==> src/rtl/core/lbs_pkg.sv <==
// lbs_pkg: shared types, codes and timing constants for the link bring-up sequencer
// used by link_bringup_sequencer_unit and its port checker; no dependencies
package lbs_pkg;

  parameter int unsigned RING_DEPTH_DEF = 8;

  // step timeouts in milliseconds
  parameter int unsigned T_RESET_LOW = 50;
  parameter int unsigned T_BOOT      = 1500;
  parameter int unsigned T_STATION   = 2000;
  parameter int unsigned T_WIFI      = 15000;
  parameter int unsigned T_USERCFG   = 3000;
  parameter int unsigned T_CONNECT   = 10000;
  parameter int unsigned T_SUBSCRIBE = 5000;

  // register reset values
  parameter logic [2:0]  RST_CONNECT_RETRY = 3'd3;
  parameter logic [2:0]  RST_PUBLISH_RETRY = 3'd2;
  parameter logic [15:0] RST_BACKOFF_MIN   = 16'd2000;
  parameter logic [15:0] RST_BACKOFF_MAX   = 16'd30000;
  parameter logic [15:0] RST_TELEM_PERIOD  = 16'd5000;
  parameter logic [15:0] RST_PUB_TIMEOUT   = 16'd5000;

  typedef enum logic [2:0] {
    CMD_TICK    = 3'd0,
    CMD_OK      = 3'd1,
    CMD_ERROR   = 3'd2,
    CMD_DROPPED = 3'd3,
    CMD_REPLY   = 3'd4
  } cmd_t;

  typedef enum logic [3:0] {
    PH_RESET     = 4'd0,
    PH_STATION   = 4'd1,
    PH_WIFI      = 4'd2,
    PH_USERCFG   = 4'd3,
    PH_WILL      = 4'd4,
    PH_CONNECT   = 4'd5,
    PH_SUBSCRIBE = 4'd6,
    PH_ONLINE    = 4'd7,
    PH_BACKOFF   = 4'd8
  } phase_t;

  typedef enum logic [3:0] {
    ACT_NONE      = 4'd0,
    ACT_HOLD_RST  = 4'd1,
    ACT_REL_RST   = 4'd2,
    ACT_STATION   = 4'd3,
    ACT_WIFI      = 4'd4,
    ACT_USERCFG   = 4'd5,
    ACT_WILL      = 4'd6,
    ACT_CONNECT   = 4'd7,
    ACT_SUBSCRIBE = 4'd8,
    ACT_STATUS    = 4'd9,
    ACT_REPLY     = 4'd10,
    ACT_TELEMETRY = 4'd11,
    ACT_RESEND    = 4'd12
  } action_t;

  typedef enum logic [1:0] {
    KIND_NONE      = 2'd0,
    KIND_STATUS    = 2'd1,
    KIND_REPLY     = 2'd2,
    KIND_TELEMETRY = 2'd3
  } kind_t;

  typedef enum logic [2:0] {
    CFG_CONNECT_RETRY = 3'd0,
    CFG_PUBLISH_RETRY = 3'd1,
    CFG_BACKOFF_MIN   = 3'd2,
    CFG_BACKOFF_MAX   = 3'd3,
    CFG_TELEM_PERIOD  = 3'd4,
    CFG_PUB_TIMEOUT   = 3'd5
  } cfg_idx_t;

  typedef struct packed {
    logic [2:0]         command;
    logic [31:0]        now_ms;
    logic [31:0]        reply_id;
    logic [2:0]         reply_code;
    logic signed [31:0] reply_actual;
  } in_item_t;

  typedef struct packed {
    logic [3:0]         action;
    logic [3:0]         phase;
    logic [31:0]        out_reply_id;
    logic [2:0]         out_reply_code;
    logic signed [31:0] out_reply_actual;
  } out_item_t;

  typedef struct packed {
    logic [31:0]        id;
    logic [2:0]         code;
    logic signed [31:0] actual;
  } ring_entry_t;

  // wrap-safe deadline test: reached once now is at or past the deadline
  function automatic logic reached(input logic [31:0] now, input logic [31:0] dl);
    logic [31:0] diff;
    diff = now - dl;
    return ~diff[31];
  endfunction

endpackage

==> src/rtl/core/link_bringup_sequencer_unit.sv <==
// link_bringup_sequencer_unit: bring-up phase machine, publish arbiter and reply ring
// depends on lbs_pkg
//
// usage: one request per event on the in_ channel (tick with time, ok line, error
// line, link drop, reply to queue); exactly one result per request on out_, carrying
// the action code, the phase after the event and, for a reply publish or resend,
// the queued reply at the ring tail.
// a result is registered: in the result register, or in the skid register on stall.
// throughput: one request per cycle unless in_stall; all of an event's work is one
// pass of flag and 32-bit add/compare logic between the state and result registers.
// the reply ring is a one-write one-read memory whose tail entry is held in a
// registered read port, so a publish never waits on it. stalls: a result register
// plus a skid register sit on out_; in_stall rises only when both hold results, so
// one request is still taken while a result waits. reset (rst_n low, synchronous):
// phase goes to module reset, flags and ring pointers clear, registers return to
// their defaults; ring contents are not cleared, an empty ring is never read. cfg_
// writes take effect at once; the user makes them while idle, not enforced by the block.
module link_bringup_sequencer_unit #(
  parameter int unsigned RING_DEPTH = lbs_pkg::RING_DEPTH_DEF
) (
  input  logic              clk,
  input  logic              rst_n,
  input  logic              in_valid,
  output logic              in_stall,
  input  lbs_pkg::in_item_t in_item,
  output logic              out_valid,
  input  logic              out_stall,
  output lbs_pkg::out_item_t out_item,
  input  logic              cfg_we,
  input  logic [2:0]        cfg_index,
  input  logic [15:0]       cfg_wdata
);

  localparam int unsigned RIDX_W = (RING_DEPTH > 1) ? $clog2(RING_DEPTH) : 1;

  function automatic logic [RIDX_W-1:0] ring_inc(input logic [RIDX_W-1:0] idx);
    return (idx == RIDX_W'(RING_DEPTH - 1)) ? '0 : idx + 1'b1;
  endfunction

  // configuration registers
  logic [2:0]  conn_limit_r, pub_limit_r;
  logic [15:0] backoff_min_r, backoff_max_r, telem_period_r, pub_timeout_r;

  // sequencer state
  lbs_pkg::phase_t phase_r, phase_nxt;
  lbs_pkg::kind_t  send_kind_r, send_kind_nxt;
  logic        cmd_sent_r, cmd_sent_nxt;
  logic [2:0]  conn_left_r, conn_left_nxt;
  logic        saw_ok_r, saw_ok_nxt;
  logic        saw_err_r, saw_err_nxt;
  logic        link_lost_r, link_lost_nxt;
  logic        released_r, released_nxt;
  logic [31:0] deadline_r, deadline_nxt;
  logic [16:0] backoff_r, backoff_nxt;
  logic [31:0] next_tel_r, next_tel_nxt;
  logic        status_want_r, status_want_nxt;
  logic        tel_want_r, tel_want_nxt;
  logic        pub_busy_r, pub_busy_nxt;
  logic [2:0]  pub_left_r, pub_left_nxt;
  logic [RIDX_W-1:0] head_r, head_nxt, tail_r, tail_nxt, tail_rd;

  // reply ring
  lbs_pkg::ring_entry_t ring_mem [RING_DEPTH];
  lbs_pkg::ring_entry_t tail_entry_r, wr_entry;
  logic ring_we;

  // output stage
  logic               out_valid_r, skid_valid_r;
  lbs_pkg::out_item_t out_item_r, skid_item_r, result;
  logic               in_fire, out_free;

  // step scratch
  lbs_pkg::action_t action;
  lbs_pkg::phase_t  enter_ph, step_next;
  lbs_pkg::action_t step_code;
  logic        enter_en;
  logic [31:0] step_timeout;
  logic [31:0] now;
  logic        confirm;

  assign in_stall = skid_valid_r;
  assign in_fire  = in_valid && !skid_valid_r;
  assign out_free = !out_valid_r || !out_stall;
  assign out_valid = out_valid_r;
  assign out_item  = out_item_r;
  assign now       = in_item.now_ms;

  always_ff @(posedge clk) begin
    if (!rst_n) begin
      conn_limit_r   <= lbs_pkg::RST_CONNECT_RETRY;
      pub_limit_r    <= lbs_pkg::RST_PUBLISH_RETRY;
      backoff_min_r  <= lbs_pkg::RST_BACKOFF_MIN;
      backoff_max_r  <= lbs_pkg::RST_BACKOFF_MAX;
      telem_period_r <= lbs_pkg::RST_TELEM_PERIOD;
      pub_timeout_r  <= lbs_pkg::RST_PUB_TIMEOUT;
    end else if (cfg_we) begin
      case (lbs_pkg::cfg_idx_t'(cfg_index))
        lbs_pkg::CFG_CONNECT_RETRY: conn_limit_r   <= cfg_wdata[2:0];
        lbs_pkg::CFG_PUBLISH_RETRY: pub_limit_r    <= cfg_wdata[2:0];
        lbs_pkg::CFG_BACKOFF_MIN:   backoff_min_r  <= cfg_wdata;
        lbs_pkg::CFG_BACKOFF_MAX:   backoff_max_r  <= cfg_wdata;
        lbs_pkg::CFG_TELEM_PERIOD:  telem_period_r <= cfg_wdata;
        lbs_pkg::CFG_PUB_TIMEOUT:   pub_timeout_r  <= cfg_wdata;
        default: ;
      endcase
    end
  end

  always_comb begin
    phase_nxt       = phase_r;
    cmd_sent_nxt    = cmd_sent_r;
    conn_left_nxt   = conn_left_r;
    saw_ok_nxt      = saw_ok_r;
    saw_err_nxt     = saw_err_r;
    link_lost_nxt   = link_lost_r;
    released_nxt    = released_r;
    deadline_nxt    = deadline_r;
    backoff_nxt     = backoff_r;
    next_tel_nxt    = next_tel_r;
    status_want_nxt = status_want_r;
    tel_want_nxt    = tel_want_r;
    pub_busy_nxt    = pub_busy_r;
    pub_left_nxt    = pub_left_r;
    send_kind_nxt   = send_kind_r;
    head_nxt        = head_r;
    tail_nxt        = tail_r;
    action          = lbs_pkg::ACT_NONE;
    enter_en        = 1'b0;
    enter_ph        = lbs_pkg::PH_RESET;
    step_code       = lbs_pkg::ACT_NONE;
    step_next       = lbs_pkg::PH_RESET;
    step_timeout    = '0;
    confirm         = 1'b0;
    ring_we         = 1'b0;
    wr_entry.id     = in_item.reply_id;
    wr_entry.code   = in_item.reply_code;
    wr_entry.actual = in_item.reply_actual;

    case (lbs_pkg::cmd_t'(in_item.command))
      lbs_pkg::CMD_TICK: begin
        case (phase_r)
          lbs_pkg::PH_RESET: begin
            if (!cmd_sent_r) begin
              released_nxt = 1'b0;
              deadline_nxt = now + 32'(lbs_pkg::T_RESET_LOW);
              cmd_sent_nxt = 1'b1;
              action       = lbs_pkg::ACT_HOLD_RST;
            end else if (!released_r) begin
              if (lbs_pkg::reached(now, deadline_r)) begin
                released_nxt = 1'b1;
                deadline_nxt = now + 32'(lbs_pkg::T_BOOT);
                action       = lbs_pkg::ACT_REL_RST;
              end
            end else if (lbs_pkg::reached(now, deadline_r)) begin
              enter_en = 1'b1;
              enter_ph = lbs_pkg::PH_STATION;
            end
          end
          lbs_pkg::PH_STATION, lbs_pkg::PH_WIFI, lbs_pkg::PH_USERCFG,
          lbs_pkg::PH_CONNECT, lbs_pkg::PH_SUBSCRIBE: begin
            unique case (phase_r)
              lbs_pkg::PH_STATION: begin
                step_code = lbs_pkg::ACT_STATION;
                step_next = lbs_pkg::PH_WIFI;
                step_timeout = 32'(lbs_pkg::T_STATION);
              end
              lbs_pkg::PH_WIFI: begin
                step_code = lbs_pkg::ACT_WIFI;
                step_next = lbs_pkg::PH_USERCFG;
                step_timeout = 32'(lbs_pkg::T_WIFI);
              end
              lbs_pkg::PH_USERCFG: begin
                step_code = lbs_pkg::ACT_USERCFG;
                step_next = lbs_pkg::PH_WILL;
                step_timeout = 32'(lbs_pkg::T_USERCFG);
              end
              lbs_pkg::PH_CONNECT: begin
                step_code = lbs_pkg::ACT_CONNECT;
                step_next = lbs_pkg::PH_SUBSCRIBE;
                step_timeout = 32'(lbs_pkg::T_CONNECT);
              end
              default: begin
                step_code = lbs_pkg::ACT_SUBSCRIBE;
                step_next = lbs_pkg::PH_ONLINE;
                step_timeout = 32'(lbs_pkg::T_SUBSCRIBE);
              end
            endcase
            if (!cmd_sent_r) begin
              cmd_sent_nxt = 1'b1;
              saw_ok_nxt   = 1'b0;
              saw_err_nxt  = 1'b0;
              deadline_nxt = now + step_timeout;
              action       = step_code;
            end else if (saw_ok_r) begin
              enter_en = 1'b1;
              enter_ph = step_next;
            end else if (saw_err_r || lbs_pkg::reached(now, deadline_r)) begin
              if (conn_left_r != 3'd0) begin
                conn_left_nxt = conn_left_r - 3'd1;
                cmd_sent_nxt  = 1'b0;
              end else begin
                enter_en = 1'b1;
                enter_ph = lbs_pkg::PH_BACKOFF;
              end
            end
          end
          lbs_pkg::PH_WILL: begin
            // best effort: any answer or a timeout moves on
            if (!cmd_sent_r) begin
              cmd_sent_nxt = 1'b1;
              saw_ok_nxt   = 1'b0;
              saw_err_nxt  = 1'b0;
              deadline_nxt = now + 32'(lbs_pkg::T_USERCFG);
              action       = lbs_pkg::ACT_WILL;
            end else if (saw_ok_r || saw_err_r || lbs_pkg::reached(now, deadline_r)) begin
              enter_en = 1'b1;
              enter_ph = lbs_pkg::PH_CONNECT;
            end
          end
          lbs_pkg::PH_ONLINE: begin
            if (link_lost_r) begin
              enter_en = 1'b1;
              enter_ph = lbs_pkg::PH_BACKOFF;
            end else begin
              if (lbs_pkg::reached(now, next_tel_r)) begin
                tel_want_nxt = 1'b1;
                next_tel_nxt = now + 32'(telem_period_r);
              end
              if (pub_busy_r) begin
                if (saw_ok_r) begin
                  confirm = 1'b1;
                end else if (saw_err_r || lbs_pkg::reached(now, deadline_r)) begin
                  if (pub_left_r != 3'd0) begin
                    pub_left_nxt = pub_left_r - 3'd1;
                    saw_ok_nxt   = 1'b0;
                    saw_err_nxt  = 1'b0;
                    deadline_nxt = now + 32'(pub_timeout_r);
                    action       = lbs_pkg::ACT_RESEND;
                  end else begin
                    confirm = 1'b1;
                  end
                end
              end else if (status_want_r || (head_r != tail_r) || tel_want_nxt) begin
                // priority: status, queued reply, telemetry
                priority if (status_want_r) begin
                  send_kind_nxt = lbs_pkg::KIND_STATUS;
                  action        = lbs_pkg::ACT_STATUS;
                end else if (head_r != tail_r) begin
                  send_kind_nxt = lbs_pkg::KIND_REPLY;
                  action        = lbs_pkg::ACT_REPLY;
                end else begin
                  send_kind_nxt = lbs_pkg::KIND_TELEMETRY;
                  action        = lbs_pkg::ACT_TELEMETRY;
                end
                pub_busy_nxt = 1'b1;
                pub_left_nxt = pub_limit_r;
                saw_ok_nxt   = 1'b0;
                saw_err_nxt  = 1'b0;
                deadline_nxt = now + 32'(pub_timeout_r);
              end
              if (confirm) begin
                unique case (send_kind_r)
                  lbs_pkg::KIND_STATUS:    status_want_nxt = 1'b0;
                  lbs_pkg::KIND_REPLY:     tail_nxt = ring_inc(tail_r);
                  lbs_pkg::KIND_TELEMETRY: tel_want_nxt = 1'b0;
                  default: ;
                endcase
                pub_busy_nxt  = 1'b0;
                send_kind_nxt = lbs_pkg::KIND_NONE;
              end
            end
          end
          default: begin
            // backoff wait, and any unused phase code
            if (lbs_pkg::reached(now, deadline_r)) begin
              enter_en = 1'b1;
              enter_ph = lbs_pkg::PH_RESET;
            end
          end
        endcase
      end
      lbs_pkg::CMD_OK:      saw_ok_nxt    = 1'b1;
      lbs_pkg::CMD_ERROR:   saw_err_nxt   = 1'b1;
      lbs_pkg::CMD_DROPPED: link_lost_nxt = 1'b1;
      lbs_pkg::CMD_REPLY: begin
        // full ring drops the new reply
        if (ring_inc(head_r) != tail_r) begin
          ring_we  = 1'b1;
          head_nxt = ring_inc(head_r);
        end
      end
      default: ;
    endcase

    if (enter_en) begin
      phase_nxt     = enter_ph;
      cmd_sent_nxt  = 1'b0;
      saw_ok_nxt    = 1'b0;
      saw_err_nxt   = 1'b0;
      conn_left_nxt = conn_limit_r;
      if (enter_ph == lbs_pkg::PH_ONLINE) begin
        link_lost_nxt   = 1'b0;
        pub_busy_nxt    = 1'b0;
        send_kind_nxt   = lbs_pkg::KIND_NONE;
        status_want_nxt = 1'b1;
        tel_want_nxt    = 1'b1;
        next_tel_nxt    = now + 32'(telem_period_r);
        backoff_nxt     = {1'b0, backoff_min_r};
      end else if (enter_ph == lbs_pkg::PH_BACKOFF) begin
        deadline_nxt = now + 32'(backoff_r);
        backoff_nxt  = (backoff_r < {1'b0, backoff_max_r}) ? {backoff_r[15:0], 1'b0}
                                                          : {1'b0, backoff_max_r};
      end
    end

    result.action = action;
    result.phase  = phase_nxt;
    if (action == lbs_pkg::ACT_REPLY ||
        (action == lbs_pkg::ACT_RESEND && send_kind_r == lbs_pkg::KIND_REPLY)) begin
      result.out_reply_id     = tail_entry_r.id;
      result.out_reply_code   = tail_entry_r.code;
      result.out_reply_actual = tail_entry_r.actual;
    end else begin
      result.out_reply_id     = '0;
      result.out_reply_code   = '0;
      result.out_reply_actual = '0;
    end
  end

  always_ff @(posedge clk) begin
    if (!rst_n) begin
      phase_r       <= lbs_pkg::PH_RESET;
      cmd_sent_r    <= 1'b0;
      conn_left_r   <= lbs_pkg::RST_CONNECT_RETRY;
      saw_ok_r      <= 1'b0;
      saw_err_r     <= 1'b0;
      link_lost_r   <= 1'b0;
      released_r    <= 1'b0;
      deadline_r    <= '0;
      backoff_r     <= {1'b0, lbs_pkg::RST_BACKOFF_MIN};
      next_tel_r    <= '0;
      status_want_r <= 1'b0;
      tel_want_r    <= 1'b0;
      pub_busy_r    <= 1'b0;
      pub_left_r    <= '0;
      send_kind_r   <= lbs_pkg::KIND_NONE;
      head_r        <= '0;
      tail_r        <= '0;
    end else if (in_fire) begin
      phase_r       <= phase_nxt;
      cmd_sent_r    <= cmd_sent_nxt;
      conn_left_r   <= conn_left_nxt;
      saw_ok_r      <= saw_ok_nxt;
      saw_err_r     <= saw_err_nxt;
      link_lost_r   <= link_lost_nxt;
      released_r    <= released_nxt;
      deadline_r    <= deadline_nxt;
      backoff_r     <= backoff_nxt;
      next_tel_r    <= next_tel_nxt;
      status_want_r <= status_want_nxt;
      tel_want_r    <= tel_want_nxt;
      pub_busy_r    <= pub_busy_nxt;
      pub_left_r    <= pub_left_nxt;
      send_kind_r   <= send_kind_nxt;
      head_r        <= head_nxt;
      tail_r        <= tail_nxt;
    end
  end

  // ring memory: write at head, registered read follows the tail with write bypass
  assign tail_rd = !rst_n ? '0 : (in_fire ? tail_nxt : tail_r);

  always_ff @(posedge clk) begin
    if (in_fire && ring_we) begin
      ring_mem[head_r] <= wr_entry;
    end
    if (in_fire && ring_we && head_r == tail_rd) begin
      tail_entry_r <= wr_entry;
    end else begin
      tail_entry_r <= ring_mem[tail_rd];
    end
  end

  // result register with a skid stage behind it
  always_ff @(posedge clk) begin
    if (!rst_n) begin
      out_valid_r  <= 1'b0;
      skid_valid_r <= 1'b0;
    end else if (out_free) begin
      if (skid_valid_r) begin
        out_valid_r  <= 1'b1;
        skid_valid_r <= 1'b0;
      end else begin
        out_valid_r <= in_fire;
      end
    end else if (in_fire) begin
      skid_valid_r <= 1'b1;
    end
  end

  always_ff @(posedge clk) begin
    if (out_free) begin
      out_item_r <= skid_valid_r ? skid_item_r : result;
    end
    if (!out_free && in_fire) begin
      skid_item_r <= result;
    end
  end

endmodule

==> config.mk <==
export PLATFORM = sky130hd
export DESIGN_NAME = link_bringup_sequencer_unit
export DESIGN_NICKNAME = d
export VERILOG_FILES = /design/src/rtl/core/lbs_pkg.sv /design/src/rtl/core/link_bringup_sequencer_unit.sv
export SDC_FILE = /design/constraint.sdc
export NUM_CORES = 2
export LEC_CHECK = 0
export CAP_MARGIN = 10
export CORE_MARGIN = 1.5
export CORE_UTILIZATION = 55
export CTS_CLUSTER_DIAMETER = 80
export CTS_CLUSTER_SIZE = 8
export DETAILED_ROUTE_END_ITERATION = 16
export DONT_BUFFER_PORTS = 1
export PLACE_DENSITY = 0.7
export SYNTH_ARGS = -nofsm -noshare
export SYNTH_HDL_FRONTEND = slang
export SYNTH_SLANG_ARGS = --single-unit
==> constraint.sdc <==
create_clock -name clk -period 9.2 [get_ports clk]
set_input_delay 0.92 -clock clk [delete_from_list [all_inputs] [get_ports clk]]
set_output_delay 0.92 -clock clk [all_outputs]
set_load 0.005 [all_outputs]
==> metrics <==
Vias/cell 6.63; Main synth FF type edfxtp_1; GR Overflow Total 0; postcts setup bufs 0; largest net degree at the start of global routing 77; Setup crit start deadline_r[29]; WP data arrival 5.54 ns; Setup crit end out_item[29]; top area cells in the synthesized netlist edfxtp_1 48%, dfxtp_1 8.4%, mux4_2 7.0%, ha_1 4.3%, nand2_1 3.5%; post-place setup slack 3.75 ns; Layout area overhead 10.3%; port buffer count 0; async set-reset flop share out of synthesis 0%; layout cell share with drive strength beyond 1 12.2%; row cnt 102; Post-DRT Antenna Nets 0; Inst Count DP 4391; WL/cell 27.8 um; Routability Congestion 1.01; Worst Path Required 9.58 ns; DRC Markers 0; Hold Slack 0.289 ns; GRT Total Usage 31.7%; H-tree levels 3; syn nets 3787; Synth cell types 98; post-synthesis area per instance 12.2 um^2; Max VDD drop 0.199 mV; critical path fanouts, max 52; Final Non-Filler Cells 4560; Hold Vio Cnt, Final 0; CTS tree built; reg2reg path depth 12; number of global-route vias before repair 30200; largest area contributor in the netlist edfxtp_1; Die H 282 um; reg2reg setup slack 4.04 ns; number of synthesized register bits 865; Core ar. 0.0773 mm^2; TNS Setup 0 ns; Setup WS post-layout 4.04 ns; area of the die 0.0796 mm^2; pwr/cell area 185 mW/mm^2; Clock Sinks 865; worst clock skew 0.0734 ns; Cell Area, Placed 0.0439 mm^2; TritonCTS buffer count 119; worst skew pair latency 0.72 ns; worst r2r src deadline_r[29]; Mapped Area 0.0429 mm^2; I/O pin cnt 203; EDFF count, synth 686; Yosys top cell area share 48.1%; Setup crit end kind flip-flop; Initial Util 55.4%; max-capacitance violation count 0; Slew headroom 12.1%; fin crit share 56.1%; reg-to-reg endpoint out_item[29]; Die X 282 um; drt first pass iters 6; crit path launch type flip-flop; CTS-repair resized insts 0; multi-input logic area 0.0175 mm^2; Hold Path Class primary input to flip-flop; yosys warns 0; actual slew at the worst max-slew pin 1.32 ns; critical path type flip-flop to flip-flop; Vias 30200; Clock transition at path regs 0.06 ns; filler cell count 5983; Iter 0 DRT Violations 3185; final core utilization 61.1%; outcome finished clean; initial antenna violation count 0; overall power 8.75 mW; Max Slew Vio Count 0; f_max 194 MHz; RSZ-0062 raised after global routing no; Post-CTS Hold Buffers 0; synthesized instance count 3509; register area 0.0242 mm^2; final WL 127000 um; first-pass GRT wire length 188000 um; sequential area share after synthesis 56.4%; fin nets 3750; clk root buf clkbuf_16; Leak 15.4 nW; Clock Path Buffers 3; Setup violations, final 0; Final min period 5.16 ns; design area 0.0473 mm^2; DP Wirelength 78400 um
==> synthesized netlist by cell type, types with 84 or more instances <==
cell type and number:
edfxtp_1 686, nand2_1 402, a21oi_1 217, dfxtp_1 179
nor2_1 171, clkbuf_1 168, ha_1 148, nor3_1 138
mux4_2 134, inv_1 111, xnor2_1 109, o21ai_0 106
mux2i_1 95, xor2_1 84
==> layer usage <==
metal / vias to the layer above / track usage (%) / share of wire, %
met1: 15100 / 40.5 / 38
li1: 13200 / - / -
met3: 362 / 8.28 / 9.9
met5: - / 0 / 0
met2: 1573 / 50.8 / 47
met4: 0 / 14.7 / 4.8
==> report_power, final <==
part | total, mW | switching (mW) | internal, mW
Sequential | 4.31 | 0.0408 | 4.27
Combinational | 0.458 | 0.294 | 0.164
Clock | 3.98 | 1.63 | 2.36
Total | 8.75 | 1.96 | 6.79
==> critical path: stages (launching register included) <==
cell and delay (ns):
dfxtp_1 0.49, inv_1 0.12, ha_1 0.34, nand4_1 0.19, nor4_2 0.77, a2111oi_2 0.18
nor2_1 0.21, buf_4 0.37, o22a_1 0.23, a21boi_1 0.14, o2111ai_4 0.71, buf_4 0.81
o31ai_1 0.22
==> final cells by class <==
class	instances	area share, %
antenna	2	0.0106
clock buffer	158	6.68
clock inverter	9	0.416
sequential	865	51.2
inverter	113	0.903
multi-input combinational	2312	37.1
timing repair buffer	61	0.969
tap	1040	2.75
==> how the worst min path moves through the flow <==
stage	startpoint	endpoint	slack, ns	depth (start not counted)
2_1_floorplan	next_tel_r[0]	next_tel_r[0]	0.43	2
3_3_place_gp	next_tel_r[10]	next_tel_r[10]	0.44	2
3_5_place_dp	backoff_min_r[5]	backoff_min_r[5]	0.45	2
4_1_cts	in_item[5]	ring_mem[5][5]	0.25	0
5_1_grt	in_item[22]	ring_mem[3][22]	0.26	0
6_report	in_item[22]	ring_mem[3][22]	0.29	0
==> registers in the layout, indices dropped and copies added, names as in the netlist, 4 cells and up <==
name            cells
phase_r             4
next_tel_r         32
pub_timeout_r      16
telem_period_r     16
backoff_min_r      16
backoff_r          17
out_item           75
backoff_max_r      16
deadline_r         32
ring_mem          536
skid_item_r        75
==> cells in the final DEF (no fill, tap or decap), types with 84 or more instances in the layout <==
master	instances
xor2_1	84
clkbuf_16	120
dfxtp_1	174
xnor2_1	109
inv_1	111
mux4_2	134
nand2_1	400
a21oi_1	216
o21ai_0	106
nor2_1	167
edfxtp_1	686
ha_1	148
nor3_1	132
mux2i_1	95
==> logic make-up after synthesis <==
group	Yosys count	synth area share, %
simple gates	965	10.3
flops	865	56.4
compound gates	766	12.4
buf+inv	332	3.04
mux	236	9.44
xor+xnor	193	3.94
fa+ha+maj	152	4.51
Power figures use the tool's default switching activity.
